`config.mk`:
```
export PLATFORM = sky130hd
export DESIGN_NAME = tatd_sqrt
export DESIGN_NICKNAME = d
export VERILOG_FILES = /design/src/hw/rtl/assert_macros.svh /design/src/hw/rtl/tatd_pkg.sv /design/src/hw/rtl/tatd_sqrt.sv
export SDC_FILE = /design/constraint.sdc
export NUM_CORES = 1
export LEC_CHECK = 0
export ABC_AREA = 1
export BUFFER_PORTS_ARGS = -buffer_cell sky130_fd_sc_hd__buf_2
export CORE_MARGIN = 1.5
export CORE_UTILIZATION = 45
export CTS_CLUSTER_SIZE = 25
export DETAILED_ROUTE_END_ITERATION = 8
export MAX_ROUTING_LAYER = met4
export PLACE_DENSITY_LB_ADDON = 0.12
export SLEW_MARGIN = 20
export SYNTH_ARGS = -nofsm -noshare
export SYNTH_HDL_FRONTEND = slang
export SYNTH_SLANG_ARGS = --single-unit
```
`constraint.sdc`:
```
create_clock -name clk -period 7.5 [get_ports clk]
set_clock_uncertainty 0.2 [all_clocks]
set_input_delay 0.75 -clock clk [delete_from_list [all_inputs] [get_ports clk]]
set_output_delay 0.75 -clock clk [all_outputs]
set_load 0.03 [all_outputs]
```
`src/hw/rtl/assert_macros.svh`:
```
// Assertion helpers for the RTL files.
`ifndef ASSERT_MACROS_SVH
`define ASSERT_MACROS_SVH

// Condition in the same cycle.
`define ASSERT_IMPLIES(lbl, clk, rst, ante, cons, msg) \
  lbl: assert property (@(posedge clk) disable iff (rst) (ante) |-> (cons)) else $error(msg);

// Condition in the following cycle.
`define ASSERT_NEXT(lbl, clk, rst, ante, cons, msg) \
  lbl: assert property (@(posedge clk) disable iff (rst) (ante) |=> (cons)) else $error(msg);

`endif

```
`src/hw/rtl/tatd_pkg.sv`:
```
// ----------------------------------------------------------------------------
// Tilt angle detector package
// Widths, command codes, CORDIC constants and shared types.
// ----------------------------------------------------------------------------
package tatd_pkg;

  localparam int SAMPLE_BITS_DEF = 16;
  localparam int ACCEL_W         = 16;
  localparam int ANGLE_W         = 12;
  localparam int THRESH_W        = 8;

  localparam logic [THRESH_W-1:0] THRESH_RESET = 8'd15;

  localparam logic CMD_CAPTURE = 1'b0;
  localparam logic CMD_MEASURE = 1'b1;

  localparam int CORDIC_STEPS  = 18;
  localparam int STEP_W        = $clog2(CORDIC_STEPS);
  localparam int NORM_BIT      = 40;
  localparam int COARSE_SHIFT  = 8;
  localparam int COARSE_BIT    = NORM_BIT - COARSE_SHIFT;
  localparam int XW            = NORM_BIT + 5;
  localparam int ZW            = 25;
  localparam int FRAC_SHIFT    = 12;

  localparam logic signed [ZW-1:0] DEG90      = 25'sd5898240;
  localparam logic signed [ZW-1:0] DEG180     = 25'sd11796480;
  localparam logic signed [ZW-1:0] ROUND_HALF = 25'sd2048;

  localparam logic [ANGLE_W-1:0] MAX_SIXTEENTHS = 12'd2880;

  // Arctangent of 2^-i in units of 2^-16 degree.
  localparam int ATAN_UNITS [CORDIC_STEPS] = '{
    2949120, 1740967, 919879, 466945, 234379, 117304, 58666, 29335,
    14668, 7334, 3667, 1833, 917, 458, 229, 115, 57, 29
  };

  typedef struct packed {
    logic busy;
    logic done;
  } sqrt_stat_t;

endpackage

```
`src/hw/rtl/tatd_sqrt.sv`:
```
// ----------------------------------------------------------------------------
// Iterative square root
// Bit-pair restoring root, two radicand bits per cycle, rounded to nearest.
// ----------------------------------------------------------------------------
module tatd_sqrt import tatd_pkg::*; #(
  parameter int IN_W = 4 * SAMPLE_BITS_DEF
) (
  input  logic            clk,
  input  logic            rst,
  input  logic            start,
  input  logic [IN_W-1:0] radicand,
  output logic [IN_W/2:0] root,
  output sqrt_stat_t      stat
);

  typedef enum logic [2:0] {
    R_IDLE = 3'b001,
    R_ITER = 3'b010,
    R_RND  = 3'b100
  } root_state_t;

  root_state_t     state;
  logic            done;
  logic [IN_W-1:0] rem;
  logic [IN_W-1:0] res;
  logic [IN_W-1:0] probe;
  logic [IN_W:0]   trial;

  assign trial = {1'b0, res} + {1'b0, probe};

  always_ff @(posedge clk) begin
    if (rst) begin
      state <= R_IDLE;
      done  <= 1'b0;
    end else begin
      done <= 1'b0;
      unique case (state)
        R_IDLE: begin
          if (start) begin
            rem   <= radicand;
            res   <= '0;
            probe <= {2'b01, {(IN_W-2){1'b0}}};
            state <= R_ITER;
          end
        end
        R_ITER: begin
          if ({1'b0, rem} >= trial) begin
            rem <= rem - trial[IN_W-1:0];
            res <= (res >> 1) + probe;
          end else begin
            res <= res >> 1;
          end
          probe <= probe >> 2;
          if (probe[0]) begin
            state <= R_RND;
          end
        end
        R_RND: begin
          // Round up when the remainder exceeds the root.
          root  <= res[IN_W/2:0] + (IN_W/2+1)'(rem > res);
          done  <= 1'b1;
          state <= R_IDLE;
        end
        default: state <= R_IDLE;
      endcase
    end
  end

  assign stat.busy = (state != R_IDLE);
  assign stat.done = done;

endmodule

```
==> results.tsv, run 1 <==
metric	value	unit
Yosys cell types	53	
met3 global-route usage	0.0623	
Hold-fix buffers, CTS	0	
Die Area	0.0495	mm^2
total track usage	0.359	
Root Buffer	clkbuf_16	
routed via count	22800	
hold_ws	0.287	ns
number of setup buffers added after CTS	0	
Max VDD drop	146	uV
Die H	222	um
Die X	222	um
Cells after Synth	3256	
post_cts resized	0	
largest net degree at the start of global routing	83	
Synth area leaders	edfxtp_1 27%, nand2_1 14%, ha_1 11%, inv_1 7.7%, nor2_1 6.7%	
cell taking the most area after synthesis	edfxtp_1	
DP Wirelength	72.8	mm
Pins Over Slew Limit	0	
worst hold start	rst	
Comb pwr share	0.559	
gr busiest metal	met2	
met2 GRT Util	0.566	
CP Max Fanout	52	
Crit-path slowest cell	o21ai_0	
RSZ-0062 raised after global routing	false	
Yosys reg bits	197	
Worst R2R Setup Slack	1.22	ns
Final nets	3591	
vias in the first global route	21100	
CP max stage delay	0.62	ns
layout cells sized above 1	0.0620	
num ports	102	
endpoints failing hold	0	
total internal power	2.84	mW
fmax	159	MHz
area grow syn2layout	7.93	%
Num CTS Buffers	17	
Initial Util	0.455	
vias per inst	5.76	
TritonCTS clock tree	yes	
Hold Path Class	in2reg	
Worst Setup End Kind	flip-flop	
FF-to-FF End	res[43]$_SDFFCE_PN0P_	
Post-route DRC	0	
Crit path top cell by count	nand2_1	
Worst EP arrival	6.43	ns
IO buf count	101	
hold depth	2	
clk sinks	197	
max-cap check violation count	0	
grt ovf	0	
clk buf depth	2	
FP Rows	80	
Synth top area share	0.268	
Net Sw Frac	0.514	
actual slew at the worst max-slew pin	1.18	ns
Syn Nets	3520	
met1 usage	0.461	
Routed WL	87.3	mm
post-DR wirelength/cell	22.1	um
Initial DRC Count	2409	
htree depth	4	
Reg power frac	0.267	
first-pass GRT wire length	129	mm
remaining antenna violation count	0	
core footprint	0.0476	mm^2
Synth async-reset ratio	0	
power per cell area	250	mW/mm^2
outcome	finished, final reports clean	
final setup margin	1.22	ns
WS Path Type	reg2reg	
drt first pass iters	6	
Syn. warnings	0	
power consumption	5.84	mW
Tmin final	6.28	ns
clock latency on the worst-skew pair	0.52	ns
Mapped Area	0.0217	mm^2
Top FF cell, synth	edfxtp_1	
final worst path period share	0.837	
Pleak	10.3	nW
RePlAce Congestion	1.04	
P_sw	3.00	mW
initial antenna violation count	1	
Clock Power Share	0.174	
R2R depth	24	
max_slew headroom	0.204	
Worst R2R Start	res[8]$_SDFFCE_PN0P_	
Setup Slack @ Placement	1.48	ns
CTS clk-pin slew, worst paths	0.09	ns
Required @ worst endpoint	7.65	ns
# setup viols final	0	
number of enable flip-flop cells after synthesis	193	
worst path cell trace	ha_1 > nand2_1 > o21ai_0 > inv_1 > o21ai_0 > a21boi_0 > o21ai_0 > nand4_1 > nand2_1 > xor2_1 > ha_1 > nand2_1 > inv_1 > nand2_1 > nor2_1 > nand3_1 > o21ai_0 > nand3_1 > nand2_1 > nor2_4 > nand2_4 > buf_4 > nand2_1 > a21oi_1	
CP startpoint kind	flip-flop	
register area share after synthesis	0.271	
Endpoint, Worst Hold	state[2]$_SDFFE_PP0P_	
setup tns final	0	ns
syn_area_per_cell	6.65	um^2
[registers in the layout (all words and copies together), names as in the netlist]
signal and count:
rem 64, probe 32, root 33, state 3, done 1, res 64
[through the flow]
step	cell area [um^2]	std cells	utilization
global route	23400	3956	0.491
finish	23400	3956	0.491
global placement	22800	3923	0.478
detailed placement	22800	3923	0.478
floorplan	21700	3256	-
CTS	23400	3955	0.491
[routing by layer]
metal / part of all wire / wire [um] / vias up
li1: - / - / 10900
met3: 0.080 / 7010 / 137
met4: 0.036 / 3140 / 0
met5: 0 / 0 / -
met2: 0.45 / 39700 / 1045
met1: 0.43 / 37500 / 10700
[cell usage after synthesis (all sizes together), types with 3 or more instances]
| cell | n |
|---|---|
| a21boi | 3 |
| nand2 | 837 |
| clkbuf | 30 |
| ha | 196 |
| or2 | 18 |
| a31oi | 26 |
| o21ai | 238 |
| a211oi | 3 |
| xnor2 | 40 |
| nand3b | 12 |
| inv | 448 |
| o21a | 10 |
| nor2 | 392 |
| o211ai | 10 |
| dfxtp | 4 |
| a21o | 13 |
| nor4 | 22 |
| o21bai | 16 |
| o22ai | 4 |
| nand4 | 40 |
| edfxtp | 193 |
| buf | 42 |
| a221oi | 6 |
| nand3 | 229 |
| xor2 | 125 |
| a21oi | 240 |
| nor3 | 46 |
[kinds of logic after synthesis]
logic type / synth area share
buffers and inverters: 0.0950
AOI/OAI and AO/OA: 0.144
DFF: 0.271
and+or+nand+nor: 0.309
adders and majority gates: 0.114
xor gates and xnor gates: 0.0667
[final cells by class]
cell class	instances	area [um^2]
Fill cell	5016	24300
Multi-Input combinational cell	2538	13700
Sequential cell	197	5880
Inverter	449	1690
Tap cell	615	769
Timing Repair Buffer	124	678
Clock buffer	17	425
Clock inverter	15	195
Antenna cell	1	2.50
[placed cells by master, fill, tap and decap left out, types with 26 or more instances in the layout]
cell and instances:
a21oi_1 239, a31oi_1 26, buf_2 101, edfxtp_1 193, ha_1 196, inv_1 440
nand2_1 828, nand3_1 227, nand4_1 40, nor2_1 385, nor3_1 45, o21ai_0 222
xnor2_1 40, xor2_1 125
[worst max-delay path, delay by kind of cell, from the launching register on]
kind	cells	cell delay, ns
adders and majority gates	2	0.69
buffers and inverters	3	0.72
DFF	1	0.59
AOI/OAI and AO/OA	6	1.92
and+or+nand+nor	12	1.54
xor gates and xnor gates	1	0.36
[power by group through the flow]
stage / Clock [mW] / Sequential, mW / Combinational, mW
after floorplan: 0 / 1.49 / 2.22
after CTS: 1.03 / 1.56 / 3.20
after global routing: 1.06 / 1.57 / 3.57
after detailed placement: 0 / 1.58 / 3.19
after global placement: 0 / 1.58 / 3.16
final: 1.01 / 1.56 / 3.26
[worst max path at each step]
stage / from / to / slack, ns / depth (start not counted)
3_5_place_dp: res[8]$_SDFFCE_PN0P_ / rem[8]$_DFFE_PP_ / 1.48 / 22
6_report: res[8]$_SDFFCE_PN0P_ / res[43]$_SDFFCE_PN0P_ / 1.22 / 24
5_1_grt: res[8]$_SDFFCE_PN0P_ / res[29]$_SDFFCE_PN0P_ / 0.97 / 22
3_3_place_gp: res[8]$_SDFFCE_PN0P_ / rem[11]$_DFFE_PP_ / 1.60 / 24
2_1_floorplan: res[4]$_SDFFCE_PN0P_ / rem[0]$_DFFE_PP_ / 1.75 / 27
4_1_cts: res[8]$_SDFFCE_PN0P_ / rem[5]$_DFFE_PP_ / 1.44 / 22
(Power assumes the default switching activity.)
==> run 2, diff against run 1 <==
--- a/config.mk
+++ b/config.mk
@@ -5,7 +5,7 @@
 export SDC_FILE = /design/constraint.sdc
 export NUM_CORES = 1
 export LEC_CHECK = 0
-export ABC_AREA = 1
+export ABC_AREA = 0
 export BUFFER_PORTS_ARGS = -buffer_cell sky130_fd_sc_hd__buf_2
 export CORE_MARGIN = 1.5
 export CORE_UTILIZATION = 45
==> constraint.sdc (replaced) <==
create_clock -name clk -period 5.1 [get_ports clk]
set_clock_uncertainty 0.2 [all_clocks]
set_input_delay 0.51 -clock clk [delete_from_list [all_inputs] [get_ports clk]]
set_output_delay 0.51 -clock clk [all_outputs]
set_load 0.03 [all_outputs]
==> run 2 against run 1 <==
Compared with the run above: the flow now finishes with violations (negative setup slack); via count down 17%; maximum frequency grew 8.2%; area after synthesis decreased by 17%.
==> results.tsv, run 2 <==
metric	value	unit	change
core footprint	0.0396	mm^2	-17%
Initial DRC Count	1495		-38%
drt first pass iters	5		-1
Worst EP arrival	5.92	ns	-0.51 ns
total internal power	3.84	mW	+35%
Hold Path Class	in2reg		
CP startpoint kind	flip-flop		
CP max stage delay	0.44	ns	-0.18 ns
Synth area leaders	edfxtp_1 32%, ha_1 14%, xnor2_1 6.1%, o21ai_0 4.9%, a21oi_1 4.5%		
RSZ-0062 raised after global routing	true		
Yosys cell types	72		+36%
power consumption	6.10	mW	+4.6%
routed via count	18900		-17%
num ports	102		unchanged
vias per inst	5.90		+2.5%
Synth top area share	0.322		+0.0543
CP Max Fanout	7		-87%
Net Sw Frac	0.371		-0.143
IO buf count	101		unchanged
final non-filler cell area	0.0260	mm^2	+11%
count leader, synth	ha_1		
Num CTS Buffers	17		unchanged
cell taking the most area after synthesis	edfxtp_1		
met1 usage	0.456		-0.00494
Cells after Synth	2076		-36%
max_slew headroom	0.211		+0.00685
first-pass GRT wire length	105	mm	-18%
endpoints failing hold	0		unchanged
Crit-path slowest cell	edfxtp_1		
met3 global-route usage	0.0400		-0.0223
syn_area_per_cell	8.67	um^2	+30%
DP Wirelength	51.6	mm	-29%
CTS clk-pin slew, worst paths	0.08	ns	about the same
RePlAce Congestion	0.973		-6.1%
Top Registers	rem x64, res x64, root x33		
max-cap check violation count	0		unchanged
Comb pwr share	0.456		-0.103
clk buf depth	2		unchanged
number of enable flip-flop cells after synthesis	193		unchanged
outcome	complete, but fails checks		
grt ovf	0		unchanged
Pins Over Slew Limit	0		unchanged
top cells by count, synth	196 x ha_1, 193 x edfxtp_1, 186 x nand2_1		
Yosys reg bits	197		unchanged
Routed WL	71.3	mm	-18%
most frequent cells in the layout	469 x buf_4, 193 x edfxtp_1, 182 x ha_1		
Pleak	10.9	nW	+6.1%
WS Path Type	reg2reg		
most common cell after layout, fill and taps aside	buf_4		
power per cell area	235	mW/mm^2	-5.8%
Die Area	0.0412	mm^2	-17%
FP Rows	73		-8.8%
layout cells sized above 1	0.364		+0.302
htree depth	4		unchanged
Area after DPL	0.0224	mm^2	-1.5%
Initial Util	0.454		about the same
Max VDD drop	261	uV	+78%
# diodes	0		-1
actual slew at the worst max-slew pin	1.18	ns	+0.00221 ns
met2 GRT Util	0.560		-0.00619
Post-route DRC	0		unchanged
largest net degree at the start of global routing	103		+24%
Filler Cells Inserted	3333		-34%
Syn Nets	2340		-34%
Setup Slack @ Placement	-0.969	ns	-2.45 ns
TritonCTS clock tree	yes		
Worst Setup End Kind	flip-flop		
Hold-fix buffers, CTS	0		unchanged
register area share after synthesis	0.326		+0.0550
final worst path period share	1.14		+0.301
Reg power frac	0.314		+0.047
Synth async-reset ratio	0		unchanged
Syn. warnings	0		unchanged
placed cells	3059		-22%
gr busiest metal	met2		
Clock Power Share	0.230		+0.056
Die X	203	um	-8.7%
clock latency on the worst-skew pair	0.53	ns	about the same
post-DR wirelength/cell	22.3	um	+0.98%
post-layout util	0.655		+0.164
final setup margin	-0.702	ns	-1.93 ns
area grow syn2layout	44.2	%	
Final nets	2924		-19%
Finished Layout Cells	3198		-19%
fmax	172	MHz	+8.2%
Top FF cell, synth	edfxtp_1		
failing checks	negative setup slack		
Required @ worst endpoint	5.22	ns	-2.43 ns
Mapped Area	0.0180	mm^2	-17%
Die H	203	um	-8.7%
remaining antenna violation count	0		unchanged
total track usage	0.345		-0.0138
Root Buffer	clkbuf_16		
initial antenna violation count	0		-1
Tmin final	5.80	ns	-0.474 ns
# setup viols final	160		+160
P_sw	2.26	mW	-25%
vias in the first global route	18400		-13%
clk sinks	197		unchanged
-- run 2: cell type report --
class,instances,area (um^2),share of cell area
multi-input cells,1687,13200,0.507
flip-flops and latches,197,5880,0.226
repair buffers,655,5330,0.205
well taps,525,657,0.0253
clock buffers,17,425,0.0164
inverters,102,393,0.0151
clock inverters,15,139,0.00535
-- run 2: kinds of logic after synthesis --
logic type / synth area share
and+or+nand+nor: 0.180
AOI/OAI and AO/OA: 0.226
adders and majority gates: 0.137
DFF: 0.326
buffers and inverters: 0.0417
xor gates and xnor gates: 0.0866
muxes: 0.00243
-- run 2: per-stage QoR --
| step | TNS [ns] | hold WS, ns |
|---|---|---|
| 6_report | -87.59 | 0.0228 |
| 5_1_grt | -115.26 | 0.0356 |
| 4_1_cts | -75.98 | 0.00520 |
| 3_5_place_dp | -117.40 | 0.309 |
| 3_3_place_gp | -108.30 | 0.300 |
| 2_1_floorplan | -83.39 | 0.250 |
-- run 2: repair_timing --
item,4_1_cts,5_1_grt
pin swaps,82,141
cloned,5,15
setup buffers,47,56
setup endpoints to repair,181,173
endpoints found under the hold margin,0,0
resized for setup,193,253
-- run 2: path summary, 6_finish.rpt --
check | startpoint | end | slack, ns | cells after the start
setup / recovery | probe[2]$_SDFFCE_PN0P_ | res[24]$_SDFFCE_PN0P_ | -0.70 | 26
hold / removal | rst | state[1]$_SDFFE_PP0P_ | 0.02 | 2
setup reg to reg | probe[2]$_SDFFCE_PN0P_ | res[24]$_SDFFCE_PN0P_ | -0.70 | 26
hold reg to reg | state[1]$_SDFFE_PP0P_ | done$_SDFF_PP0_ | 0.32 | 1
-- run 2: worst max-delay path, delay by kind of cell, from the launching register on --
family	cells	cell delay [ns]
XOR/XNOR	1	0.15
buffers and inverters	4	0.61
flip-flops	1	0.44
adder cells (fa/ha/maj)	2	0.65
AO/OA/AOI/OAI	12	2.12
AND/OR/NAND/NOR	7	1.41
-- run 2: power by group through the flow --
| stage | logic, mW | clock network, mW | registers [mW] |
|---|---|---|---|
| 6_report | 2.78 | 1.41 | 1.92 |
| 5_1_grt | 2.96 | 1.48 | 1.92 |
| 4_1_cts | 2.36 | 1.43 | 1.91 |
| 3_5_place_dp | 2.05 | 0 | 1.95 |
| 3_3_place_gp | 2.03 | 0 | 1.95 |
| 2_1_floorplan | 1.16 | 0 | 1.94 |
-- run 2: layer usage --
| metal | up-vias | wire length [um] | part of all wire |
|---|---|---|---|
| met2 | 638 | 33900 | 0.48 |
| met1 | 9215 | 31600 | 0.44 |
| li1 | 8917 | - | - |
| met3 | 106 | 3940 | 0.055 |
| met5 | - | 0 | 0 |
| met4 | 0 | 1840 | 0.026 |
